`src/tjdq_pkg.sv`:
```
// Package for the typed job dispatch queue.
// Holds field widths, operation and status codes, FSM states and the
// control structs shared by the queue cells, the completion FIFO and the top level.
package tjdq_pkg;

    localparam int TAG_W            = 8;
    localparam int JTYPE_W          = 8;
    localparam int OP_W             = 3;
    localparam int STATUS_W         = 3;
    localparam int DEF_QUEUE_DEPTH  = 16;
    localparam int DEF_SLOT_COUNT   = 8;
    localparam int DEF_DONE_DEPTH   = 16;

    typedef logic [TAG_W-1:0]   tag_t;
    typedef logic [JTYPE_W-1:0] jtype_t;

    typedef enum logic [OP_W-1:0] {
        OP_ENQUEUE    = 3'd0,
        OP_CLAIM      = 3'd1,
        OP_COMPLETE   = 3'd2,
        OP_RETRIEVE   = 3'd3,
        OP_CLEAR_PEND = 3'd4,
        OP_CLEAR_DONE = 3'd5
    } op_e;

    typedef enum logic [STATUS_W-1:0] {
        ST_DONE       = 3'd0,
        ST_EMPTY      = 3'd1,
        ST_QUEUE_FULL = 3'd2,
        ST_NO_SLOT    = 3'd3,
        ST_DONE_FULL  = 3'd4
    } status_e;

    typedef enum logic {
        S_IDLE = 1'b0,
        S_EXEC = 1'b1
    } state_e;

    // Per-cell control of the pending queue
    typedef struct packed {
        logic capture;  // latch the match flag against the incoming claim mask
        logic load;     // write the new job into this cell
        logic shift;    // claim commits: cells at or behind the hit take their neighbor
    } cell_ctrl_t;

    // Completion FIFO control
    typedef struct packed {
        logic rd;       // register the head entry
        logic push;
        logic pop;
        logic clear;
    } fifo_ctrl_t;

endpackage

```
`src/tjdq_cell.sv`:
```
// One cell of the pending-job chain: holds a tag and type mask, flags a
// claim match and hands its contents to the left neighbor on compaction.
// Depends on tjdq_pkg.
module tjdq_cell
    import tjdq_pkg::*;
(
    input  logic       clk,
    input  logic       rst_n,
    input  cell_ctrl_t ctrl,
    input  logic       entry_valid,
    input  tag_t       new_tag,
    input  jtype_t     new_jtype,
    input  jtype_t     claim_mask,
    input  tag_t       nbr_tag,
    input  jtype_t     nbr_jtype,
    input  logic       hit_in,
    output logic       hit_out,
    output tag_t       tag_out,
    output jtype_t     jtype_out,
    output tag_t       sel_tag
);

    tag_t   tag_reg;
    jtype_t jtype_reg;
    logic   match_reg;
    logic   first_hit;
    logic   take_nbr;

    assign hit_out   = hit_in | match_reg;
    assign first_hit = match_reg & ~hit_in;
    assign take_nbr  = ctrl.shift & hit_out;
    assign sel_tag   = first_hit ? tag_reg : '0;
    assign tag_out   = tag_reg;
    assign jtype_out = jtype_reg;

    always_ff @(posedge clk)
    begin
        if (ctrl.load)
        begin
            tag_reg   <= new_tag;
            jtype_reg <= new_jtype;
        end
        else if (take_nbr)
        begin
            tag_reg   <= nbr_tag;
            jtype_reg <= nbr_jtype;
        end
    end

    always_ff @(posedge clk or negedge rst_n)
    begin
        if (!rst_n)
        begin
            match_reg <= 1'b0;
        end
        else if (ctrl.capture)
        begin
            match_reg <= entry_valid & (|(jtype_reg & claim_mask));
        end
    end

endmodule

```
`src/tjdq_done_fifo.sv`:
```
// Completion FIFO: circular tag store with head pointer and fill count,
// registered read of the head entry. Depends on tjdq_pkg.
module tjdq_done_fifo
    import tjdq_pkg::*;
#(
    parameter int DEPTH = DEF_DONE_DEPTH,
    localparam int HW   = $clog2(DEPTH),
    localparam int FW   = $clog2(DEPTH + 1)
)
(
    input  logic          clk,
    input  logic          rst_n,
    input  fifo_ctrl_t    ctrl,
    input  tag_t          wr_tag,
    output tag_t          rd_tag,
    output logic [FW-1:0] fill
);

    tag_t            mem [DEPTH];
    tag_t            rd_tag_reg;
    logic [HW-1:0]   head_reg;
    logic [FW-1:0]   fill_reg;
    logic [FW:0]     wr_sum;
    logic [HW-1:0]   wr_addr;

    // Tail = head + fill, wrapped once
    assign wr_sum  = (FW + 1)'(head_reg) + (FW + 1)'(fill_reg);
    assign wr_addr = (wr_sum >= (FW + 1)'(DEPTH)) ? HW'(wr_sum - (FW + 1)'(DEPTH))
                                                  : HW'(wr_sum);

    assign rd_tag = rd_tag_reg;
    assign fill   = fill_reg;

    always_ff @(posedge clk)
    begin
        if (ctrl.push)
        begin
            mem[wr_addr] <= wr_tag;
        end
        if (ctrl.rd)
        begin
            rd_tag_reg <= mem[head_reg];
        end
    end

    always_ff @(posedge clk or negedge rst_n)
    begin
        if (!rst_n)
        begin
            head_reg <= '0;
            fill_reg <= '0;
        end
        else if (ctrl.clear)
        begin
            head_reg <= '0;
            fill_reg <= '0;
        end
        else if (ctrl.push)
        begin
            fill_reg <= fill_reg + FW'(1);
        end
        else if (ctrl.pop)
        begin
            head_reg <= (head_reg == HW'(DEPTH - 1)) ? '0 : head_reg + HW'(1);
            fill_reg <= fill_reg - FW'(1);
        end
    end

endmodule

```
`src/typed_job_dispatch_queue.sv`:
```
// Typed job dispatch queue: top level. Instantiates the pending-job cell
// chain and the completion FIFO; depends on tjdq_pkg, tjdq_cell, tjdq_done_fifo.
//
// Every transaction on the input stream is one command (operation in tuser)
// and produces exactly one result transaction (status in tuser) carrying the
// claimed or retrieved tag, the assigned slot and the three occupancy counts
// as they stand after the command. Each command runs in an accept step and an
// execute step: the accept edge latches the command, registers every cell's
// match flag against the claim mask and reads the head of the completion
// FIFO; the execute step resolves the oldest match along the cell chain,
// compacts the chain, picks the lowest free slot and updates all state. The
// block takes one command at a time and accepts none while one executes. The
// result sits in an output register, so the next command is accepted while a
// result waits; if that result is still not taken when the next one is ready,
// the block holds in its execute state until the output register frees. Pending
// entries and completion FIFO entries have no reset; there is no clearing
// pass, the block is ready right after reset. Rejected commands (queue full,
// no match, no free slot, completion FIFO full) leave all state unchanged.
module typed_job_dispatch_queue
    import tjdq_pkg::*;
#(
    parameter int QUEUE_DEPTH = DEF_QUEUE_DEPTH,
    parameter int SLOT_COUNT  = DEF_SLOT_COUNT,
    parameter int DONE_DEPTH  = DEF_DONE_DEPTH,
    localparam int SW      = (SLOT_COUNT > 1) ? $clog2(SLOT_COUNT) : 1,
    localparam int QCW     = $clog2(QUEUE_DEPTH + 1),
    localparam int ECW     = $clog2(SLOT_COUNT + 1),
    localparam int DCW     = $clog2(DONE_DEPTH + 1),
    localparam int IN_BITS = TAG_W + 2 * JTYPE_W + SW,
    localparam int IN_W    = ((IN_BITS + 7) / 8) * 8,
    localparam int OUT_BITS = TAG_W + SW + QCW + ECW + DCW,
    localparam int OUT_W   = ((OUT_BITS + 7) / 8) * 8
)
(
    input  logic                clk,
    input  logic                rst_n,
    input  logic                s_axis_tvalid,
    output logic                s_axis_tready,
    // job_tag, job_type, claim_mask, exec_slot (lowest bit up), zero padded
    input  logic [IN_W-1:0]     s_axis_tdata,
    // operation
    input  logic [OP_W-1:0]     s_axis_tuser,
    output logic                m_axis_tvalid,
    input  logic                m_axis_tready,
    // out_tag, out_slot, queued_count, executing_count, completed_count
    // (lowest bit up), zero padded
    output logic [OUT_W-1:0]    m_axis_tdata,
    // status
    output logic [STATUS_W-1:0] m_axis_tuser
);

    // ------------------------------------------------------------------
    // Input unpacking
    // ------------------------------------------------------------------
    tag_t          in_tag;
    jtype_t        in_jtype;
    jtype_t        in_mask;
    logic [SW-1:0] in_slot;

    assign in_tag   = s_axis_tdata[0 +: TAG_W];
    assign in_jtype = s_axis_tdata[TAG_W +: JTYPE_W];
    assign in_mask  = s_axis_tdata[TAG_W + JTYPE_W +: JTYPE_W];
    assign in_slot  = s_axis_tdata[TAG_W + 2 * JTYPE_W +: SW];

    // ------------------------------------------------------------------
    // Control FSM
    // ------------------------------------------------------------------
    state_e state_reg;
    state_e state_next;
    logic   in_accept;
    logic   exec_go;
    logic   out_valid_reg;

    assign in_accept = s_axis_tvalid & s_axis_tready;

    always_ff @(posedge clk or negedge rst_n)
    begin
        if (!rst_n)
        begin
            state_reg <= S_IDLE;
        end
        else
        begin
            state_reg <= state_next;
        end
    end

    always_comb
    begin
        state_next    = state_reg;
        s_axis_tready = 1'b0;
        exec_go       = 1'b0;
        case (state_reg)
            S_IDLE:
            begin
                s_axis_tready = 1'b1;
                if (s_axis_tvalid)
                begin
                    state_next = S_EXEC;
                end
            end
            S_EXEC:
            begin
                // Finish only when the output register can take the result
                exec_go = !out_valid_reg || m_axis_tready;
                if (exec_go)
                begin
                    state_next = S_IDLE;
                end
            end
            default:
            begin
                state_next = S_IDLE;
            end
        endcase
    end

    // ------------------------------------------------------------------
    // Command latch (payload, no reset)
    // ------------------------------------------------------------------
    op_e           op_reg;
    tag_t          tag_reg;
    jtype_t        jtype_reg;
    logic [SW-1:0] slot_reg;

    always_ff @(posedge clk)
    begin
        if (in_accept)
        begin
            op_reg    <= op_e'(s_axis_tuser);
            tag_reg   <= in_tag;
            jtype_reg <= in_jtype;
            slot_reg  <= in_slot;
        end
    end

    // ------------------------------------------------------------------
    // Occupancy state
    // ------------------------------------------------------------------
    logic [QCW-1:0]        q_fill_reg;
    logic [QCW-1:0]        q_fill_next;
    logic [SLOT_COUNT-1:0] busy_reg;
    logic [SLOT_COUNT-1:0] busy_next;
    logic [ECW-1:0]        running_reg;
    logic [ECW-1:0]        running_next;

    // ------------------------------------------------------------------
    // Pending-job cell chain
    // ------------------------------------------------------------------
    cell_ctrl_t cell_ctrl [QUEUE_DEPTH];
    tag_t       cell_tag  [QUEUE_DEPTH];
    jtype_t     cell_jtype[QUEUE_DEPTH];
    tag_t       cell_sel  [QUEUE_DEPTH];
    logic [QUEUE_DEPTH:0] hit_chain;
    logic       enq_commit;
    logic       claim_commit;
    logic       any_hit;
    tag_t       hit_tag;

    assign hit_chain[0] = 1'b0;
    assign any_hit      = hit_chain[QUEUE_DEPTH];

    for (genvar i = 0; i < QUEUE_DEPTH; i++)
    begin : g_cell
        tag_t   nbr_tag;
        jtype_t nbr_jtype;

        // The last cell has no neighbor; what it takes on compaction lies beyond the fill
        if (i < QUEUE_DEPTH - 1)
        begin : g_mid
            assign nbr_tag   = cell_tag[i + 1];
            assign nbr_jtype = cell_jtype[i + 1];
        end
        else
        begin : g_end
            assign nbr_tag   = cell_tag[i];
            assign nbr_jtype = cell_jtype[i];
        end

        assign cell_ctrl[i].capture = in_accept;
        assign cell_ctrl[i].load    = exec_go & enq_commit & (q_fill_reg == QCW'(i));
        assign cell_ctrl[i].shift   = exec_go & claim_commit;

        tjdq_cell u_cell (
            .clk         (clk),
            .rst_n       (rst_n),
            .ctrl        (cell_ctrl[i]),
            .entry_valid (q_fill_reg > QCW'(i)),
            .new_tag     (tag_reg),
            .new_jtype   (jtype_reg),
            .claim_mask  (in_mask),
            .nbr_tag     (nbr_tag),
            .nbr_jtype   (nbr_jtype),
            .hit_in      (hit_chain[i]),
            .hit_out     (hit_chain[i + 1]),
            .tag_out     (cell_tag[i]),
            .jtype_out   (cell_jtype[i]),
            .sel_tag     (cell_sel[i])
        );
    end

    // Only the first matching cell drives a nonzero tag
    always_comb
    begin
        hit_tag = '0;
        for (int i = 0; i < QUEUE_DEPTH; i++)
        begin
            hit_tag = hit_tag | cell_sel[i];
        end
    end

    // ------------------------------------------------------------------
    // Lowest free execution slot
    // ------------------------------------------------------------------
    logic          free_found;
    logic [SW-1:0] free_idx;

    always_comb
    begin
        free_found = 1'b0;
        free_idx   = '0;
        for (int i = SLOT_COUNT - 1; i >= 0; i--)
        begin
            if (!busy_reg[i])
            begin
                free_found = 1'b1;
                free_idx   = SW'(i);
            end
        end
    end

    // ------------------------------------------------------------------
    // Completion FIFO
    // ------------------------------------------------------------------
    fifo_ctrl_t     fifo_ctrl;
    tag_t           fifo_rd_tag;
    logic [DCW-1:0] d_fill;
    logic [DCW-1:0] d_fill_after;
    logic           fifo_push;
    logic           fifo_pop;
    logic           fifo_clear;

    assign fifo_ctrl.rd    = in_accept;
    assign fifo_ctrl.push  = exec_go & fifo_push;
    assign fifo_ctrl.pop   = exec_go & fifo_pop;
    assign fifo_ctrl.clear = exec_go & fifo_clear;

    tjdq_done_fifo #(
        .DEPTH (DONE_DEPTH)
    ) u_done_fifo (
        .clk    (clk),
        .rst_n  (rst_n),
        .ctrl   (fifo_ctrl),
        .wr_tag (tag_reg),
        .rd_tag (fifo_rd_tag),
        .fill   (d_fill)
    );

    // ------------------------------------------------------------------
    // Command execution
    // ------------------------------------------------------------------
    status_e       status_next;
    tag_t          otag_next;
    logic [SW-1:0] oslot_next;

    always_comb
    begin
        status_next  = ST_DONE;
        otag_next    = '0;
        oslot_next   = '0;
        q_fill_next  = q_fill_reg;
        busy_next    = busy_reg;
        running_next = running_reg;
        enq_commit   = 1'b0;
        claim_commit = 1'b0;
        fifo_push    = 1'b0;
        fifo_pop     = 1'b0;
        fifo_clear   = 1'b0;
        case (op_reg)
            OP_ENQUEUE:
            begin
                if (q_fill_reg == QCW'(QUEUE_DEPTH))
                begin
                    status_next = ST_QUEUE_FULL;
                end
                else
                begin
                    enq_commit  = 1'b1;
                    q_fill_next = q_fill_reg + QCW'(1);
                end
            end
            OP_CLAIM:
            begin
                if (!any_hit)
                begin
                    status_next = ST_EMPTY;
                end
                else if (!free_found)
                begin
                    status_next = ST_NO_SLOT;
                end
                else
                begin
                    claim_commit        = 1'b1;
                    otag_next           = hit_tag;
                    oslot_next          = free_idx;
                    q_fill_next         = q_fill_reg - QCW'(1);
                    busy_next[free_idx] = 1'b1;
                    running_next        = running_reg + ECW'(1);
                end
            end
            OP_COMPLETE:
            begin
                if (d_fill == DCW'(DONE_DEPTH))
                begin
                    status_next = ST_DONE_FULL;
                end
                else
                begin
                    fifo_push = 1'b1;
                    // A slot number past the table frees nothing
                    if ((SW + 1)'(slot_reg) < (SW + 1)'(SLOT_COUNT))
                    begin
                        busy_next[slot_reg] = 1'b0;
                    end
                    if (running_reg != '0)
                    begin
                        running_next = running_reg - ECW'(1);
                    end
                end
            end
            OP_RETRIEVE:
            begin
                if (d_fill == '0)
                begin
                    status_next = ST_EMPTY;
                end
                else
                begin
                    fifo_pop  = 1'b1;
                    otag_next = fifo_rd_tag;
                end
            end
            OP_CLEAR_PEND:
            begin
                q_fill_next = '0;
            end
            OP_CLEAR_DONE:
            begin
                fifo_clear = 1'b1;
            end
            default:
            begin
                // Unused codes: no state change, done status
            end
        endcase
    end

    always_comb
    begin
        if (fifo_clear)
        begin
            d_fill_after = '0;
        end
        else if (fifo_push)
        begin
            d_fill_after = d_fill + DCW'(1);
        end
        else if (fifo_pop)
        begin
            d_fill_after = d_fill - DCW'(1);
        end
        else
        begin
            d_fill_after = d_fill;
        end
    end

    always_ff @(posedge clk or negedge rst_n)
    begin
        if (!rst_n)
        begin
            q_fill_reg  <= '0;
            busy_reg    <= '0;
            running_reg <= '0;
        end
        else if (exec_go)
        begin
            q_fill_reg  <= q_fill_next;
            busy_reg    <= busy_next;
            running_reg <= running_next;
        end
    end

    // ------------------------------------------------------------------
    // Output register
    // ------------------------------------------------------------------
    status_e        status_reg;
    tag_t           otag_reg;
    logic [SW-1:0]  oslot_reg;
    logic [QCW-1:0] qcount_reg;
    logic [ECW-1:0] ecount_reg;
    logic [DCW-1:0] dcount_reg;

    always_ff @(posedge clk or negedge rst_n)
    begin
        if (!rst_n)
        begin
            out_valid_reg <= 1'b0;
        end
        else if (exec_go)
        begin
            out_valid_reg <= 1'b1;
        end
        else if (m_axis_tready)
        begin
            out_valid_reg <= 1'b0;
        end
    end

    always_ff @(posedge clk)
    begin
        if (exec_go)
        begin
            status_reg <= status_next;
            otag_reg   <= otag_next;
            oslot_reg  <= oslot_next;
            qcount_reg <= q_fill_next;
            ecount_reg <= running_next;
            dcount_reg <= d_fill_after;
        end
    end

    assign m_axis_tvalid = out_valid_reg;
    assign m_axis_tuser  = status_reg;
    assign m_axis_tdata  = OUT_W'({dcount_reg, ecount_reg, qcount_reg, oslot_reg, otag_reg});

    // ------------------------------------------------------------------
    // Assertions
    // ------------------------------------------------------------------
    a_queue_bound: assert property (@(posedge clk) disable iff (!rst_n)
        q_fill_reg <= QCW'(QUEUE_DEPTH))
        else $error("pending fill exceeds queue depth");

    a_done_bound: assert property (@(posedge clk) disable iff (!rst_n)
        d_fill <= DCW'(DONE_DEPTH))
        else $error("completion fill exceeds FIFO depth");

    a_running_le_busy: assert property (@(posedge clk) disable iff (!rst_n)
        running_reg <= $countones(busy_reg))
        else $error("running count exceeds busy slots");

    a_result_after_exec: assert property (@(posedge clk) disable iff (!rst_n)
        $rose(m_axis_tvalid) |-> $past(state_reg == S_EXEC))
        else $error("result raised without an executed command");

endmodule
```
`config.mk`:
```
export PLATFORM = sky130hd
export DESIGN_NAME = typed_job_dispatch_queue
export DESIGN_NICKNAME = d
export VERILOG_FILES = /design/src/tjdq_pkg.sv /design/src/tjdq_cell.sv /design/src/tjdq_done_fifo.sv /design/src/typed_job_dispatch_queue.sv
export SDC_FILE = /design/constraint.sdc
export NUM_CORES = 1
export LEC_CHECK = 0
export BUFFER_PORTS_ARGS = -buffer_cell sky130_fd_sc_hd__buf_2
export CAP_MARGIN = 20
export CORE_MARGIN = 1.5
export CORE_UTILIZATION = 25
export DETAILED_ROUTE_END_ITERATION = 12
export GPL_TIMING_DRIVEN = 1
export PLACE_DENSITY_LB_ADDON = 0.3
export SYNTH_ARGS = -nofsm -noshare
export SYNTH_HDL_FRONTEND = slang
export SYNTH_SLANG_ARGS = --single-unit
```
`constraint.sdc`:
```
create_clock -name clk -period 3.52 [get_ports clk]
set_input_delay 0.352 -clock clk [delete_from_list [all_inputs] [get_ports clk]]
set_output_delay 0.352 -clock clk [all_outputs]
set_load 0.1 [all_outputs]
```
==> flow_summary.ini, run 1 <==
[grt]
grt_overflow_total = 0
grt_pass1_vias = 15100
antenna_found_initial = 1
grt.total_usage_pct = 13.9
grt_start_max_net_pins = 53
grt_first_pass_wirelength_um = 98300

[power]
worst_ir_drop_vdd_mv = 0.371
power-per-cell-area_nw_per_um2 = 704
p_total_mw = 18.9
p_leak_nw = 8.98

[synth]
yosys_register_bits = 486
count_of_yosys_warnings_during_synthesis = 0
synth-async-reset-ratio_pct = 9.05
synth-edff-count = 442
synth_area_sq_um = 22800
avgSynthCellArea_sq_um = 13.9
synth_sequential_area_ratio_pct = 63.1
netlist_instances = 1633
ys_dominant_reg_cell = sky130_fd_sc_hd__edfxtp_1
yosysUniqueCellTypes = 80

[sta]
finalSetupViolCount = 0
period_needed_ns = 3.06
finClkSkew_ns = 0.0429
drv_slew = 0
setup_tns_ns = 0
grt_setup_unrepaired = false
worst-slew-pin-transition_ns = 1.09
layout_worst_path_cycle_share_pct = 87.0
fmax_mhz = 327
finalHoldViolations = 0
slew-limit-headroom_pct = 27.2

[routing]
first_pass_iters = 5
wl_per_cell_um = 22.0
drt_first_iter_violations = 1175
routed_wl_um = 65400
detail-route-antenna-nets = 0
post_drt_via_cell_ratio = 4.97
vias = 14800
drc_errors = 0

[clock_network]
cts.htree.levels = 2
cts_buffer_depth = 3
worstSkewPairLatency_ns = 0.62
cts_made_buffers = 52
cts_resized = 0
cts.reportedPaths.clkPinSlew_ns = 0.06
root_buffer = sky130_fd_sc_hd__clkbuf_16
cts_sinks = 486
tritoncts = built

[place]
hpwlAfterDp_um = 44200
finalWeightedCongestion = 0.877
place.detailed.instances = 2849
port_buffers = 63

[final_layout]
instances_no_fill = 2969
layout-drive-gt1-share_pct = 28.8
layout.cells.most_common_list = 442 x sky130_fd_sc_hd__edfxtp_1, 242 x sky130_fd_sc_hd__mux2_2, 122 x sky130_fd_sc_hd__nand2_1
final_nets = 1804
most_frequent_standard_cell_in_the_layout_excluding_fill_and_tap_cells = sky130_fd_sc_hd__edfxtp_1
num_antenna_cells = 0
area_growth_pct = 17.6

[worst_setup_path]
setup.worst_path.end_class = register
worst_path_most_repeated_cell = sky130_fd_sc_hd__nor2_1
timing.critical_path.slowest_stage_cell = sky130_fd_sc_hd__edfxtp_1
cp_num_buf_inv = 1
timing.critical_path.fanout_max = 17
critPathTopFamily = simple AND/OR/NAND/NOR gates
worstPathRequired_ns = 3.82
setup.worst_path.start_class = register
crit_type = reg2reg
timing.critical_path.arrival_ns = 3.36
critical-path-max-stage-delay_ns = 0.60
crit_path_cell_trace = nor2_1 -> nand3_1 -> nor2_1 -> nand2_1 -> o21ai_1 -> buf_4

[floorplan]
die_area_sq_um = 92900
core_area_sq_um = 90100
placement_rows = 110
fp.dieH_um = 305
io-pin-count = 76
initial_core_util_pct = 25.3
floorplan.die.width_um = 305

[run_status]
status = completed

[job]
cap_viol_max_count = 0

[min_path]
min-delay-path-class = in2reg
## final cells by class
type | instances | area [sq um]
Clock buffer | 59 | 1360
Clock inverter | 37 | 410
Tap cell | 1176 | 1470
Inverter | 25 | 93.8
Multi-Input combinational cell | 1008 | 7840
Timing Repair Buffer | 178 | 1240
Fill cell | 8982 | 63400
Sequential cell | 486 | 14400
## worst paths after layout
path,from,end,slack [ns],depth (start not counted)
max,op_reg[2],g_cell[12].u_cell.tag_out[1],0.46,6
min,m_axis_tready,m_axis_tvalid,0.19,3
max reg2reg,op_reg[2],g_cell[12].u_cell.tag_out[1],0.46,6
min reg2reg,g_cell[15].u_cell.match_reg,g_cell[15].u_cell.match_reg,0.53,2
max in group asynchronous,rst_n,g_cell[14].u_cell.match_reg,2.31,3
min in group asynchronous,rst_n,u_done_fifo.fill[1],0.39,2
## cells in the mapped netlist (all sizes together), types with 16 or more instances
cell type / n / area, sq um
clkbuf: 91 / 342
a21oi: 59 / 295
inv: 24 / 90.1
a221oi: 28 / 245
mux2i: 33 / 330
dfrtp: 44 / 1100
mux2: 242 / 2730
buf: 29 / 161
mux4: 16 / 360
o21ai: 88 / 440
nor3: 19 / 100
a22oi: 64 / 480
nand2: 126 / 483
a22o: 20 / 175
nand3b: 26 / 195
edfxtp: 442 / 13300
nor2: 70 / 265
nand4: 16 / 113
## timing repair
action,4_1_cts,5_1_grt
endpoints found under the hold margin,53,0
buffers inserted,0,0
hold buffers,24,0
## per-stage QoR
| stage | hold slack, ns | setup WS [ns] | utilization (%) | instance area (sq um) |
|---|---|---|---|---|
| 5_1_grt | 0.183 | 0.292 | 29.7 | 26800 |
| 6_report | 0.193 | 0.459 | 29.7 | 26800 |
| 4_1_cts | 0.172 | 0.493 | 29.7 | 26800 |
| 3_3_place_gp | 0.516 | 0.592 | 27.5 | 24800 |
| 3_5_place_dp | 0.516 | 0.557 | 27.5 | 24800 |
| 2_1_floorplan | 0.0564 | 0.0519 | - | 22800 |
## power breakdown
| part | switching [mW] | internal [mW] |
|---|---|---|
| registers | 0.620 | 7.13 |
| logic | 3.79 | 1.66 |
| clock network | 2.37 | 3.29 |
| total | 6.78 | 12.1 |
## routing by layer
metal | wire [um] | global-route usage [%]
met5 | 12 | 0
met4 | 1950 | 4.81
met3 | 4660 | 3.07
met2 | 29000 | 21.4
met1 | 29800 | 19.3
## kinds of logic after synthesis
family / count (synthesis) / share of synthesized area, %
buf+inv: 145 / 2.62
xor+xnor: 11 / 0.423
compound gates: 343 / 10.2
other cells: 1 / 0.0165
fa+ha+maj: 14 / 0.802
flops: 486 / 63.1
mux: 291 / 15.0
simple gates: 342 / 7.79
## tightest hold or removal path, stage by stage
cell                       delay (ns)
sky130_fd_sc_hd__buf_2           0.07
sky130_fd_sc_hd__nand2b_1        0.25
sky130_fd_sc_hd__nand2_1         0.09
No activity file was read; power rests on OpenSTA's default activity.
==> run 2, diff against run 1 <==
- CORE_UTILIZATION: 25 -> 60
==> run 2 against run 1 <==
Effect of this change:
- global-route usage up 15 points
- non-clock buffer count down 5
- flip-flop and latch count unchanged
- clock power down 5.8%
- final cell count down 23%
- critical endpoint is now u_done_fifo.mem[12][0]
- register-to-register slack improved by 0.08 ns
- largest cell class unchanged
- critical path depth grew 1
- core utilization grew 39 points
==> flow_summary.ini, run 2 (synthesis gave the netlist of run 1 again) <==
[sta]
slew-limit-headroom_pct = 37.6
worst-slew-pin-transition_ns = 0.933
finalHoldViolations = 0
setup_slack_ns = 0.535
layout_worst_path_cycle_share_pct = 84.8
drv_slew = 0
fmax_mhz = 335
finalSetupViolCount = 0
finClkSkew_ns = 0.0150
setup_tns_ns = 0
fin_worst_hold_slack_ns = 0.137
period_needed_ns = 2.98
grt_setup_unrepaired = false

[floorplan]
placement_rows = 71
fp.dieH_um = 198
core_area_sq_um = 37500
die_area_sq_um = 39100
io-pin-count = 76
floorplan.die.width_um = 198
initial_core_util_pct = 60.8

[final_layout]
multi_input_comb_area_sq_um = 7840
instances_no_fill = 2293
layout-drive-gt1-share_pct = 28.2
final_nets = 1797
most_frequent_standard_cell_in_the_layout_excluding_fill_and_tap_cells = sky130_fd_sc_hd__edfxtp_1
finalCoreUtilization_pct = 69.0
num_antenna_cells = 0
area_growth_pct = 13.5
final-seq-area_sq_um = 14400
final.fill_count = 2605
finish.instance_area_sq_um = 25900
layout.cells.most_common_list = 442 x sky130_fd_sc_hd__edfxtp_1, 242 x sky130_fd_sc_hd__mux2_2, 122 x sky130_fd_sc_hd__nand2_1

[place]
port_buffers = 63
post-place-ws_ns = 0.613
hpwlAfterDp_um = 37700
place.detailed.instances = 2176
finalWeightedCongestion = 0.946
postPlaceCellArea_sq_um = 23900

[clock_network]
cts_made_buffers = 50
worstSkewPairLatency_ns = 0.60
cts.reportedPaths.clkPinSlew_ns = 0.06
tritoncts = built
root_buffer = sky130_fd_sc_hd__clkbuf_16
cts_sinks = 486
post_cts_buffers = 0
cts.htree.levels = 2
cts_buffer_depth = 3

[worst_setup_path]
rr_worst_depth = 7
crit_type = reg2reg
regToRegSetupSlack_ns = 0.54
timing.critical_path.arrival_ns = 3.20
crit-reg2reg-capture = u_done_fifo.mem[12][0]
worstPathRequired_ns = 3.74
r2r-start = u_done_fifo.fill[1]
setup.worst_path.start_class = register
timing.critical_path.fanout_max = 9
setup.worst_path.end_class = register

[grt]
grt_pass1_vias = 14700
grt_overflow_total = 0
grt_start_max_net_pins = 53
grt.total_usage_pct = 29.3
grt_first_pass_wirelength_um = 85900
antenna_found_initial = 0

[power]
worst_ir_drop_vdd_mv = 0.498
p_total_mw = 18.4
power-per-cell-area_nw_per_um2 = 711
p_leak_nw = 8.93

[routing]
wl_per_cell_um = 24.6
detail-route-antenna-nets = 0
drt_first_iter_violations = 1792
first_pass_iters = 8
routed_wl_um = 56300
post_drt_via_cell_ratio = 6.61
vias = 15200
drc_errors = 0

[min_path]
min_from = m_axis_tready
whs_path_depth = 3
min-delay-path-class = in2reg
min_delay_worst_endpoint = m_axis_tvalid

[job]
cap_viol_max_count = 0

[run_status]
status = completed
run 2: cell types whose count changed in the layout (fill, tap and decap cells not counted), moves of 2 or more:
cell,delta
sky130_fd_sc_hd__clkbuf_1,+3
sky130_fd_sc_hd__buf_4,-10
sky130_fd_sc_hd__buf_8,+2
sky130_fd_sc_hd__clkinvlp_4,-3
sky130_fd_sc_hd__clkinv_2,-4
sky130_fd_sc_hd__bufinv_16,-2
sky130_fd_sc_hd__buf_12,+2
sky130_fd_sc_hd__clkinv_16,-2
run 2: timing repair:
action	in CTS	in global routing
endpoints found under the setup margin	0	0
gates resized for setup	0	0
endpoints found under the hold margin	46	0
hold buffers	24	0
run 2: area by class of cell:
cell class	count	share of cell area, %
flip-flops and latches	486	55.6
multi-input cells	1008	30.3
clock buffers	62	5.29
repair buffers	173	4.88
well taps	511	2.47
clock inverters	28	1.09
inverters	25	0.363
run 2: routing by layer:
layer	global-route usage (%)	vias to the layer above	wire length, um
li1	-	6612	-
met1	41.6	7502	23100
met2	45.0	916	25800
met3	5.14	136	5460
met4	12.4	0	1960
met5	0	-	0
run 2: how the worst max path moves through the flow:
stage / startpoint / end / cells after the start
finish: u_done_fifo.fill[1] / u_done_fifo.mem[12][0] / 7
global route: u_done_fifo.fill[1] / otag_reg[5] / 7
CTS: u_done_fifo.fill[1] / u_done_fifo.mem[12][1] / 7
detailed placement: u_done_fifo.fill[1] / u_done_fifo.mem[12][2] / 7
global placement: u_done_fifo.fill[1] / u_done_fifo.mem[12][2] / 7
floorplan: m_axis_tvalid / g_cell[0].u_cell.jtype_out[0] / 7
run 2: critical path, cell delays in order (launching register included):
cell	delay (ns)
sky130_fd_sc_hd__dfrtp_1	0.44
sky130_fd_sc_hd__inv_1	0.13
sky130_fd_sc_hd__ha_1	0.28
sky130_fd_sc_hd__nor4bb_1	0.20
sky130_fd_sc_hd__nor2_2	0.33
sky130_fd_sc_hd__nand2_1	0.14
sky130_fd_sc_hd__or3_1	0.46
sky130_fd_sc_hd__nor2_1	0.61
run 2: where the power goes:
group          leakage [nW]  internal [mW]  switching, mW
combinational          3.55           1.66           3.71
sequential             4.57           7.13          0.543
clock                 0.811           3.13           2.22
total                  8.93           11.9           6.47
